<file path="src/uitp_pkg.sv">
// Shared types, constants and character helpers for the unsigned integer text parser.
// No dependencies; every other file of the block imports this package.
package uitp_pkg;

    // Default for the saturating position counter
    localparam longint unsigned MAX_LEN_DEFAULT = 64'd65535;

    // Field widths
    localparam int RADIX_W = 6;
    localparam int CHAR_W  = 8;
    localparam int VALUE_W = 64;
    localparam int STOP_W  = 16;
    localparam int DIGIT_W = 7;
    localparam int PHASE_W = 3;

    localparam logic [RADIX_W-1:0] RADIX_RESET = 6'd10;
    localparam logic [RADIX_W-1:0] RADIX_AUTO  = 6'd0;
    localparam logic [RADIX_W-1:0] RADIX_ONE   = 6'd1;
    localparam logic [RADIX_W-1:0] RADIX_MAX   = 6'd36;
    localparam logic [RADIX_W-1:0] RADIX_MIN   = 6'd2;
    localparam logic [RADIX_W-1:0] RADIX_OCT   = 6'd8;
    localparam logic [RADIX_W-1:0] RADIX_DEC   = 6'd10;
    localparam logic [RADIX_W-1:0] RADIX_HEX   = 6'd16;

    // Parse phases
    localparam logic [PHASE_W-1:0] PH_DONE   = 3'd0;
    localparam logic [PHASE_W-1:0] PH_SPACE  = 3'd1;
    localparam logic [PHASE_W-1:0] PH_SIGNED = 3'd2;
    localparam logic [PHASE_W-1:0] PH_ZERO   = 3'd3;
    localparam logic [PHASE_W-1:0] PH_DIGITS = 3'd4;

    // Character codes
    localparam logic [CHAR_W-1:0] CH_SPACE = 8'h20;
    localparam logic [CHAR_W-1:0] CH_TAB   = 8'h09;
    localparam logic [CHAR_W-1:0] CH_CR    = 8'h0D;
    localparam logic [CHAR_W-1:0] CH_PLUS  = 8'h2B;
    localparam logic [CHAR_W-1:0] CH_MINUS = 8'h2D;
    localparam logic [CHAR_W-1:0] CH_ZERO  = 8'h30;
    localparam logic [CHAR_W-1:0] CH_NINE  = 8'h39;
    localparam logic [CHAR_W-1:0] CH_UP_A  = 8'h41;
    localparam logic [CHAR_W-1:0] CH_UP_Z  = 8'h5A;
    localparam logic [CHAR_W-1:0] CH_LO_A  = 8'h61;
    localparam logic [CHAR_W-1:0] CH_LO_Z  = 8'h7A;
    localparam logic [CHAR_W-1:0] CH_X     = 8'h78;
    localparam logic [CHAR_W-1:0] LETTER_OFFSET = 8'd10;

    localparam logic [DIGIT_W-1:0] DIGIT_NONE = 7'd99;

    // One character as it leaves the input register
    typedef struct packed {
        logic [CHAR_W-1:0] ch;
        logic              first;
    } uitp_char_t;

    // One result item
    typedef struct packed {
        logic [VALUE_W-1:0] value;
        logic [STOP_W-1:0]  stop_position;
        logic               bad_radix;
    } uitp_result_t;

    // Digit value of a character in any base up to 36, DIGIT_NONE otherwise
    function automatic logic [DIGIT_W-1:0] digit_of(input logic [CHAR_W-1:0] c);
        logic [DIGIT_W-1:0] d;
        d = DIGIT_NONE;
        if (c >= CH_UP_A && c <= CH_UP_Z)
            d = DIGIT_W'(c - CH_UP_A + LETTER_OFFSET);
        else if (c >= CH_LO_A && c <= CH_LO_Z)
            d = DIGIT_W'(c - CH_LO_A + LETTER_OFFSET);
        else if (c >= CH_ZERO && c <= CH_NINE)
            d = DIGIT_W'(c - CH_ZERO);
        return d;
    endfunction

    // Blank, tab, newline, vertical tab, form feed or carriage return
    function automatic logic is_space(input logic [CHAR_W-1:0] c);
        return (c == CH_SPACE) || (c >= CH_TAB && c <= CH_CR);
    endfunction

endpackage

</file>
<file path="src/uitp_ifs.sv">
// Handshake interfaces of the parser: character input, result output, radix write.
// Depends on uitp_pkg for field widths.
interface uitp_item_if;
    import uitp_pkg::*;
    logic              valid;
    logic              ready;
    logic [CHAR_W-1:0] ch;
    logic              first;

    modport source (output valid, output ch, output first, input ready);
    modport sink   (input valid, input ch, input first, output ready);
endinterface

interface uitp_result_if;
    import uitp_pkg::*;
    logic               valid;
    logic               ready;
    logic [VALUE_W-1:0] value;
    logic [STOP_W-1:0]  stop_position;
    logic               bad_radix;

    modport source (output valid, output value, output stop_position, output bad_radix,
                    input ready);
    modport sink   (input valid, input value, input stop_position, input bad_radix,
                    output ready);
endinterface

interface uitp_cfg_if;
    import uitp_pkg::*;
    logic               valid;
    logic               ready;
    logic [RADIX_W-1:0] radix;

    modport source (output valid, output radix, input ready);
    modport sink   (input valid, input radix, output ready);
endinterface

</file>
<file path="src/uitp_in_reg.sv">
// Input register: captures one character transaction and holds it until the core takes it.
// Depends on uitp_pkg and uitp_item_if.
module uitp_in_reg
(
    input  logic                clk,
    input  logic                rst_n,
    uitp_item_if.sink           item,
    input  logic                take,
    output logic                valid,
    output uitp_pkg::uitp_char_t chr
);
    import uitp_pkg::*;

    logic       valid_reg;
    uitp_char_t chr_reg;

    // Accept when empty or when the held character leaves this cycle
    assign item.ready = !valid_reg || take;
    assign valid      = valid_reg;
    assign chr        = chr_reg;

    // Track occupancy
    always_ff @(posedge clk or negedge rst_n)
    begin
        if (!rst_n)
            valid_reg <= 1'b0;
        else if (item.valid && item.ready)
            valid_reg <= 1'b1;
        else if (take)
            valid_reg <= 1'b0;
    end

    // Load the payload on each transaction
    always_ff @(posedge clk)
    begin
        if (item.valid && item.ready)
        begin
            chr_reg.ch    <= item.ch;
            chr_reg.first <= item.first;
        end
    end
endmodule

</file>
<file path="src/uitp_core.sv">
// Parse core: holds the per-string state and works one character per cycle while take is high.
// Depends on uitp_pkg (phases, character helpers, result type).
module uitp_core
#(
    parameter longint unsigned MAX_LEN = uitp_pkg::MAX_LEN_DEFAULT
)
(
    input  logic                          clk,
    input  logic                          rst_n,
    input  logic                          take,
    input  uitp_pkg::uitp_char_t          chr,
    input  logic [uitp_pkg::RADIX_W-1:0]  radix,
    output logic                          emit,
    output uitp_pkg::uitp_result_t        res
);
    import uitp_pkg::*;

    localparam int POS_W = $clog2(MAX_LEN + 1);
    localparam logic [POS_W-1:0] POS_MAX = POS_W'(MAX_LEN);
    localparam logic [VALUE_W-1:0] ALL_ONES = '1;
    localparam int PROD_W = VALUE_W + RADIX_W;

    logic [PHASE_W-1:0] phase_reg, phase_next;
    logic [VALUE_W-1:0] acc_reg, acc_next;
    logic               neg_reg, neg_next;
    logic [RADIX_W-1:0] base_reg, base_next;
    logic [POS_W-1:0]   pos_reg, pos_next;

    logic [PHASE_W-1:0] ph;
    logic [VALUE_W-1:0] acc_eff;
    logic [VALUE_W-1:0] acc_op;
    logic               neg_eff;
    logic [RADIX_W-1:0] base_eff;
    logic [RADIX_W-1:0] b_sel;
    logic [POS_W-1:0]   pos_eff;
    logic [POS_W+STOP_W-1:0] pos_ext;
    logic [DIGIT_W-1:0] dig;
    logic [PROD_W-1:0]  mac;
    logic               bad;
    logic               stop;
    logic               prefix;
    logic               do_digit;
    logic               pos_step;

    // Digit value of the character at hand
    assign dig     = digit_of(chr.ch);
    assign pos_ext = {{STOP_W{1'b0}}, pos_eff};

    // Next state and result for the character at hand
    always_comb
    begin
        ph       = phase_reg;
        acc_eff  = acc_reg;
        neg_eff  = neg_reg;
        base_eff = base_reg;
        pos_eff  = pos_reg;
        bad      = 1'b0;

        // Restart on the first character of a string, latching the radix
        if (chr.first)
        begin
            pos_eff = '0;
            acc_eff = '0;
            neg_eff = 1'b0;
            if (radix == RADIX_ONE || radix > RADIX_MAX)
            begin
                base_eff = RADIX_AUTO;
                ph       = PH_DONE;
                bad      = 1'b1;
            end
            else
            begin
                base_eff = radix;
                ph       = PH_SPACE;
            end
        end

        acc_op     = (ph == PH_ZERO) ? '0 : acc_eff;
        phase_next = ph;
        acc_next   = acc_eff;
        neg_next   = neg_eff;
        base_next  = base_eff;
        b_sel      = base_eff;
        pos_step   = 1'b0;
        prefix     = 1'b0;
        do_digit   = 1'b0;
        stop       = 1'b0;

        case (ph)
            PH_SPACE:
            begin
                if (is_space(chr.ch))
                    pos_step = 1'b1;
                else if (chr.ch == CH_PLUS || chr.ch == CH_MINUS)
                begin
                    neg_next   = (chr.ch == CH_MINUS);
                    phase_next = PH_SIGNED;
                    pos_step   = 1'b1;
                end
                else
                    prefix = 1'b1;
            end
            PH_SIGNED:
                prefix = 1'b1;
            PH_ZERO:
            begin
                acc_next = '0;
                if (chr.ch == CH_X)
                begin
                    base_next  = RADIX_HEX;
                    phase_next = PH_DIGITS;
                    pos_step   = 1'b1;
                end
                else
                begin
                    b_sel    = (base_eff == RADIX_AUTO) ? RADIX_OCT : base_eff;
                    do_digit = 1'b1;
                end
            end
            PH_DIGITS:
                do_digit = 1'b1;
            default:
                ;
        endcase

        // Leading zero: wait for a possible x before treating it as a digit
        if (prefix)
        begin
            if (chr.ch == CH_ZERO && (base_eff == RADIX_AUTO || base_eff == RADIX_HEX))
            begin
                phase_next = PH_ZERO;
                pos_step   = 1'b1;
            end
            else
            begin
                b_sel    = (base_eff == RADIX_AUTO) ? RADIX_DEC : base_eff;
                do_digit = 1'b1;
            end
        end

        // One multiply-add of the accumulator by the base
        mac = PROD_W'(acc_op) * PROD_W'(b_sel) + PROD_W'(dig);

        // Accumulate a digit of the base, or stop on anything else
        if (do_digit)
        begin
            base_next = b_sel;
            if (b_sel < RADIX_MIN || dig >= DIGIT_W'(b_sel))
            begin
                stop       = 1'b1;
                phase_next = PH_DONE;
            end
            else
            begin
                acc_next   = (mac[PROD_W-1:VALUE_W] != '0) ? ALL_ONES : mac[VALUE_W-1:0];
                phase_next = PH_DIGITS;
                pos_step   = 1'b1;
            end
        end

        pos_next = (pos_step && pos_eff < POS_MAX) ? pos_eff + 1'b1 : pos_eff;

        // Build the result
        if (bad)
        begin
            res.value         = '0;
            res.stop_position = '0;
            res.bad_radix     = 1'b1;
        end
        else
        begin
            res.value         = (neg_eff && acc_op != ALL_ONES) ? (VALUE_W'(0) - acc_op) : acc_op;
            res.stop_position = pos_ext[STOP_W-1:0];
            res.bad_radix     = 1'b0;
        end
    end

    assign emit = take && (bad || stop);

    // Advance the parse state on each character taken
    always_ff @(posedge clk or negedge rst_n)
    begin
        if (!rst_n)
        begin
            phase_reg <= PH_DONE;
            acc_reg   <= '0;
            neg_reg   <= 1'b0;
            base_reg  <= RADIX_AUTO;
            pos_reg   <= '0;
        end
        else if (take)
        begin
            phase_reg <= phase_next;
            acc_reg   <= acc_next;
            neg_reg   <= neg_next;
            base_reg  <= base_next;
            pos_reg   <= pos_next;
        end
    end
endmodule

</file>
<file path="src/uitp_out_reg.sv">
// Output register: holds one result transaction until the sink takes it.
// Depends on uitp_pkg and uitp_result_if.
module uitp_out_reg
(
    input  logic                   clk,
    input  logic                   rst_n,
    input  logic                   load,
    input  uitp_pkg::uitp_result_t res,
    output logic                   can_accept,
    uitp_result_if.source          result
);
    import uitp_pkg::*;

    logic         valid_reg;
    uitp_result_t res_reg;

    // Free when empty or when the held result leaves this cycle
    assign can_accept           = !valid_reg || result.ready;
    assign result.valid         = valid_reg;
    assign result.value         = res_reg.value;
    assign result.stop_position = res_reg.stop_position;
    assign result.bad_radix     = res_reg.bad_radix;

    // Track occupancy
    always_ff @(posedge clk or negedge rst_n)
    begin
        if (!rst_n)
            valid_reg <= 1'b0;
        else if (load)
            valid_reg <= 1'b1;
        else if (result.ready)
            valid_reg <= 1'b0;
    end

    // Load the payload
    always_ff @(posedge clk)
    begin
        if (load)
            res_reg <= res;
    end
endmodule

</file>
<file path="src/unsigned_integer_text_parser_top.sv">
// Top level of the unsigned integer text parser: radix register and the three stages.
// Depends on uitp_pkg, the interfaces in uitp_ifs.sv, uitp_in_reg, uitp_core, uitp_out_reg.
//
// Converts a character stream into unsigned 64-bit values in the manner of strtoul. The block
// accepts one character per clock cycle, continuously, as long as the result side is not
// stalled; the parse core performs a single multiply-add of the 64-bit accumulator by the base
// per character. A character that stops the scan is held in the input register, and the parse
// core loads its result into the output register as soon as that register has room. The radix
// written through cfg is sampled on the first character of each string, so a write takes
// effect from the next string; cfg is always ready. Characters with first low outside a string
// are dropped, and a string that never meets a non-digit produces no result.
module unsigned_integer_text_parser_top
#(
    parameter longint unsigned MAX_LEN = uitp_pkg::MAX_LEN_DEFAULT
)
(
    input  logic           clk,
    input  logic           rst_n,
    uitp_item_if.sink      item,
    uitp_result_if.source  result,
    uitp_cfg_if.sink       cfg
);
    import uitp_pkg::*;

    logic [RADIX_W-1:0] radix_reg;
    logic               chr_valid;
    uitp_char_t         chr;
    logic               take;
    logic               can_accept;
    logic               emit;
    uitp_result_t       res;

    // Hold the configured radix
    assign cfg.ready = 1'b1;

    always_ff @(posedge clk or negedge rst_n)
    begin
        if (!rst_n)
            radix_reg <= RADIX_RESET;
        else if (cfg.valid && cfg.ready)
            radix_reg <= cfg.radix;
    end

    // Advance a character whenever the output stage has room
    assign take = chr_valid && can_accept;

    uitp_in_reg u_in_reg
    (
        .clk   (clk),
        .rst_n (rst_n),
        .item  (item),
        .take  (take),
        .valid (chr_valid),
        .chr   (chr)
    );

    uitp_core #(.MAX_LEN(MAX_LEN)) u_core
    (
        .clk   (clk),
        .rst_n (rst_n),
        .take  (take),
        .chr   (chr),
        .radix (radix_reg),
        .emit  (emit),
        .res   (res)
    );

    uitp_out_reg u_out_reg
    (
        .clk        (clk),
        .rst_n      (rst_n),
        .load       (emit),
        .res        (res),
        .can_accept (can_accept),
        .result     (result)
    );
endmodule

</file>
<file path="src/flat_wrapper.sv">
// flat-port wrapper written by rule: the top's interface ports become plain ports
module unsigned_integer_text_parser_top_flat import uitp_pkg::*;
#(
    parameter longint unsigned MAX_LEN = uitp_pkg::MAX_LEN_DEFAULT
)
  (clk, rst_n, item_valid, item_ch, item_first, item_ready, result_valid, result_value, result_stop_position, result_bad_radix, result_ready, cfg_valid, cfg_radix, cfg_ready);
  uitp_item_if item_i ();
  uitp_result_if result_i ();
  uitp_cfg_if cfg_i ();
  input  logic clk;
  input  logic rst_n;
  input wire logic [$bits(item_i.valid)-1:0] item_valid;
  input wire logic [$bits(item_i.ch)-1:0] item_ch;
  input wire logic [$bits(item_i.first)-1:0] item_first;
  output wire logic [$bits(item_i.ready)-1:0] item_ready;
  output wire logic [$bits(result_i.valid)-1:0] result_valid;
  output wire logic [$bits(result_i.value)-1:0] result_value;
  output wire logic [$bits(result_i.stop_position)-1:0] result_stop_position;
  output wire logic [$bits(result_i.bad_radix)-1:0] result_bad_radix;
  input wire logic [$bits(result_i.ready)-1:0] result_ready;
  input wire logic [$bits(cfg_i.valid)-1:0] cfg_valid;
  input wire logic [$bits(cfg_i.radix)-1:0] cfg_radix;
  output wire logic [$bits(cfg_i.ready)-1:0] cfg_ready;
  assign item_i.valid = item_valid;
  assign item_i.ch = item_ch;
  assign item_i.first = item_first;
  assign item_ready = item_i.ready;
  assign result_valid = result_i.valid;
  assign result_value = result_i.value;
  assign result_stop_position = result_i.stop_position;
  assign result_bad_radix = result_i.bad_radix;
  assign result_i.ready = result_ready;
  assign cfg_i.valid = cfg_valid;
  assign cfg_i.radix = cfg_radix;
  assign cfg_ready = cfg_i.ready;
  unsigned_integer_text_parser_top #(.MAX_LEN(MAX_LEN)) u_core (.clk(clk), .rst_n(rst_n), .item(item_i), .result(result_i), .cfg(cfg_i));
endmodule
</file>
<file path="config.mk">
export PLATFORM = sky130hd
export DESIGN_NAME = unsigned_integer_text_parser_top_flat
export DESIGN_NICKNAME = d
export VERILOG_FILES = /design/src/uitp_pkg.sv /design/src/uitp_ifs.sv /design/src/uitp_in_reg.sv /design/src/uitp_core.sv /design/src/uitp_out_reg.sv /design/src/unsigned_integer_text_parser_top.sv /design/src/flat_wrapper.sv
export SDC_FILE = /design/constraint.sdc
export NUM_CORES = 1
export LEC_CHECK = 0
export BUFFER_PORTS_ARGS = -buffer_cell sky130_fd_sc_hd__buf_2
export CORE_UTILIZATION = 45
export CTS_CLUSTER_DIAMETER = 40
export DETAILED_ROUTE_END_ITERATION = 6
export GPL_ROUTABILITY_DRIVEN = 1
export PLACE_DENSITY = 0.63
export SLEW_MARGIN = 40
export SYNTH_ARGS = -nofsm -noshare
export SYNTH_HDL_FRONTEND = slang
export SYNTH_SLANG_ARGS = --single-unit
export TNS_END_PERCENT = 1
</file>
<file path="constraint.sdc">
create_clock -name clk -period 11.29 [get_ports clk]
set_clock_uncertainty 0.2 [all_clocks]
set_input_delay 2.8225 -clock clk [delete_from_list [all_inputs] [get_ports clk]]
set_output_delay 2.8225 -clock clk [all_outputs]
set_load 0.005 [all_outputs]
</file>
==> results.yml <==
detailed_routing:
  dr.pass1.iters: 6
  drc_errors: 0
  wl_mm: 77.4
  ant_nets: 0
  vias_per_cell: 6.27
  vias: 20700
  drt_iter0_drc: 2353
  post_drt_wl_per_cell_um: 23.5
global_route:
  grt-ovfl-total: 0
  grtUsageTotal_pct: 29.8
  grt_max_degree: 135
  grt_pass1_vias: 20500
  grt_pass1_wl_mm: 121
  antenna_found_initial: 0
setup_path:
  slowest_stage: "a221oi_1"
  worstRegToRegCells: 26
  cp.arrival_ps: 9790
  r2r_setup_slack_ps: 1630
  timing.rr.end: "u_core.u_core.acc_reg[2]"
  max_stage_delay_ps: 700
  cp-start-kind: "register"
  cp_data_required_time_ps: 11410
  endpoint_kind: "register"
  timing.rr.start: "u_core.u_in_reg.chr[0]"
  path_max_fanout: 53
  crit_type: "reg -> reg"
placed_design:
  dpl_cell_area_mm2: 0.0241
  place_hpwl_mm: 58.4
  dp.cells: 3263
  io_buffer_count: 102
  gp_congestion: 0.982
floorplanning:
  die_area_mm2: 0.0525
  die_y_um: 229
  die_w_um: 229
  start_util_pct: 46.0
  rows: 82
  coreArea_mm2: 0.0505
  num_io_pins: 104
power:
  ir_worst_vdd_mv: 0.110
  p_leak_uw: 0.0116
  powerDensity_mw_per_mm2: 114
synth:
  synth_top_family_by_area: "adder cells"
  synth_area_mm2: 0.0232
  synthSimpleGateAreaFrac_pct: 21.3
  synth_seq_cells: 188
  syn_avg_cell_area_um2: 8.75
  syn-num-nets: 3090
  synthArstFlopShare_pct: 52.1
  synthCells: 2654
  ys_types: 91
  synth.area.mux_share_pct: 0.512
  seq_area_frac_synth_pct: 22.2
  ys.flop_type: "dfrtp_1"
  synth_adder_area_share_pct: 30.6
  synth_xor_area_share_pct: 4.11
  yosys_warnings: 0
  synth_edf_count: 90
  synth-compound-area-share_pct: 16.2
clock_tree:
  worstSkewPairLatency_ps: 470
  path_clk_slew_ps: 70
  clock_path_buffers: 2
  post_cts_resized: 0
  cts_tree: "yes"
  cts_buffers: 17
  h-tree-depth: 4
  post_cts_buffers: 0
  clock-root-buffer: "clkbuf_16"
  clkSinkCount: 188
  hold_buffers: 0
min_path:
  min_to: "u_core.u_core.base_reg[2]"
  min_from: "u_core.u_core.base_reg[2]"
  min_path_cells: 2
  hp-class: "reg -> reg"
cells_and_area:
  finalNetCount: 3047
  syn2layout_area_growth_pct: 6.34
  drive_gt1_share_pct: 9.87
  final_cell_mix: "nor2_1, fa_1, nand2_1, a21oi_1, ha_1"
  antenna_cells: 0
  fin_cells: 3296
  layout_commonest_cell: "nor2_1"
  final_cell_area_mm2: 0.0247
timing:
  setup_tns_ps: 0
  max_freq_ghz: 0.103
  finalCriticalPeriod_ps: 9660
  rsz0062_at_grt: "false"
  drv_slew: 0
  finalSetupViolCount: 0
  worst_pin_slew_ps: 829
  fin_crit_sh_pct: 85.6
  slew_headroom_pct: 44.0
  holdWs_ps: 275
  finalHoldViolCount: 0
outcome:
  status: "complete, no violations"
flow_run:
  maxCapViolations: 0
-- power by group --
part	switching [uW]	internal [uW]	total [uW]	leakage, uW
sequential	152	841	992	0.00220
clock	295	329	624	0.000275
combinational	831	369	1200	0.00914
-- cells in the mapped netlist (24+ instances only) --
cell / count / area share (%)
and3_1: 128 / 3.4
a21oi_1: 194 / 4.2
o21ai_0: 154 / 3.3
nand2_1: 245 / 4.0
edfxtp_1: 90 / 12
nor3_1: 54 / 1.2
xor2_1: 46 / 1.7
dfrtp_1: 96 / 10
clkbuf_1: 148 / 2.4
ha_1: 163 / 8.8
nand3_1: 41 / 0.88
nor2_1: 384 / 6.2
inv_1: 100 / 1.6
nor2b_1: 24 / 0.65
nand4_1: 52 / 1.4
xnor2_1: 63 / 2.4
a21oi_2: 50 / 1.9
a21o_1: 27 / 0.87
fa_1: 253 / 22
-- worst max-delay path by stage --
stage	startpoint	endpoint	slack, ps	depth (start not counted)
after floorplan	u_core.radix_reg[4]	u_core.u_core.acc_reg[13]	3470	29
after global placement	u_core.u_in_reg.chr[0]	u_core.u_core.acc_reg[0]	1840	26
after detailed placement	u_core.u_in_reg.chr[0]	u_core.u_core.acc_reg[2]	1600	26
after CTS	u_core.u_in_reg.chr[0]	u_core.u_core.acc_reg[2]	1580	26
after global routing	u_core.u_in_reg.chr[0]	u_core.u_core.acc_reg[2]	1180	26
final	u_core.u_in_reg.chr[0]	u_core.u_core.acc_reg[2]	1630	26
-- cell families after synthesis --
logic type	after synthesis
xor+xnor	109
flops	188
mux	11
compound gates	599
simple gates	1042
fa+ha+maj	416
buf+inv	288
other cells	1
-- through the flow --
stage / util [%] / total power (uW) / worst slack (ps)
global route: 48.9 / 2950 / 1180
global placement: 47.6 / 2140 / 1840
floorplan: - / 1720 / 3470
finish: 48.9 / 2820 / 1630
CTS: 48.8 / 2790 / 1580
detailed placement: 47.7 / 2160 / 1600
-- cell type report --
| cell class | instances | area [um^2] |
|---|---|---|
| clock buffers | 20 | 437 |
| clock inverters | 12 | 134 |
| fillers | 4832 | 25800 |
| inverters | 101 | 379 |
| multi-input cells | 2178 | 17000 |
| flip-flops and latches | 188 | 5160 |
| well taps | 672 | 841 |
| repair buffers | 125 | 726 |
-- worst max-delay path, delay by kind of cell, from the launching register on --
kind	cells	cell delay (ps)
compound gates	10	2830
fa+ha+maj	5	2300
buf+inv	4	2050
simple gates	6	1460
flops	1	330
mux	1	260
-- metal layers --
metal  vias to the layer above  routed length (um)  global-route usage [%]
li1                       9158                   -                       -
met1                     10200               32100                    41.3
met2                      1108               34700                    45.7
met3                       168                7510                    5.71
met4                         0                3140                    12.0
met5                         -                   0                       0
(Power assumes the default switching activity.)
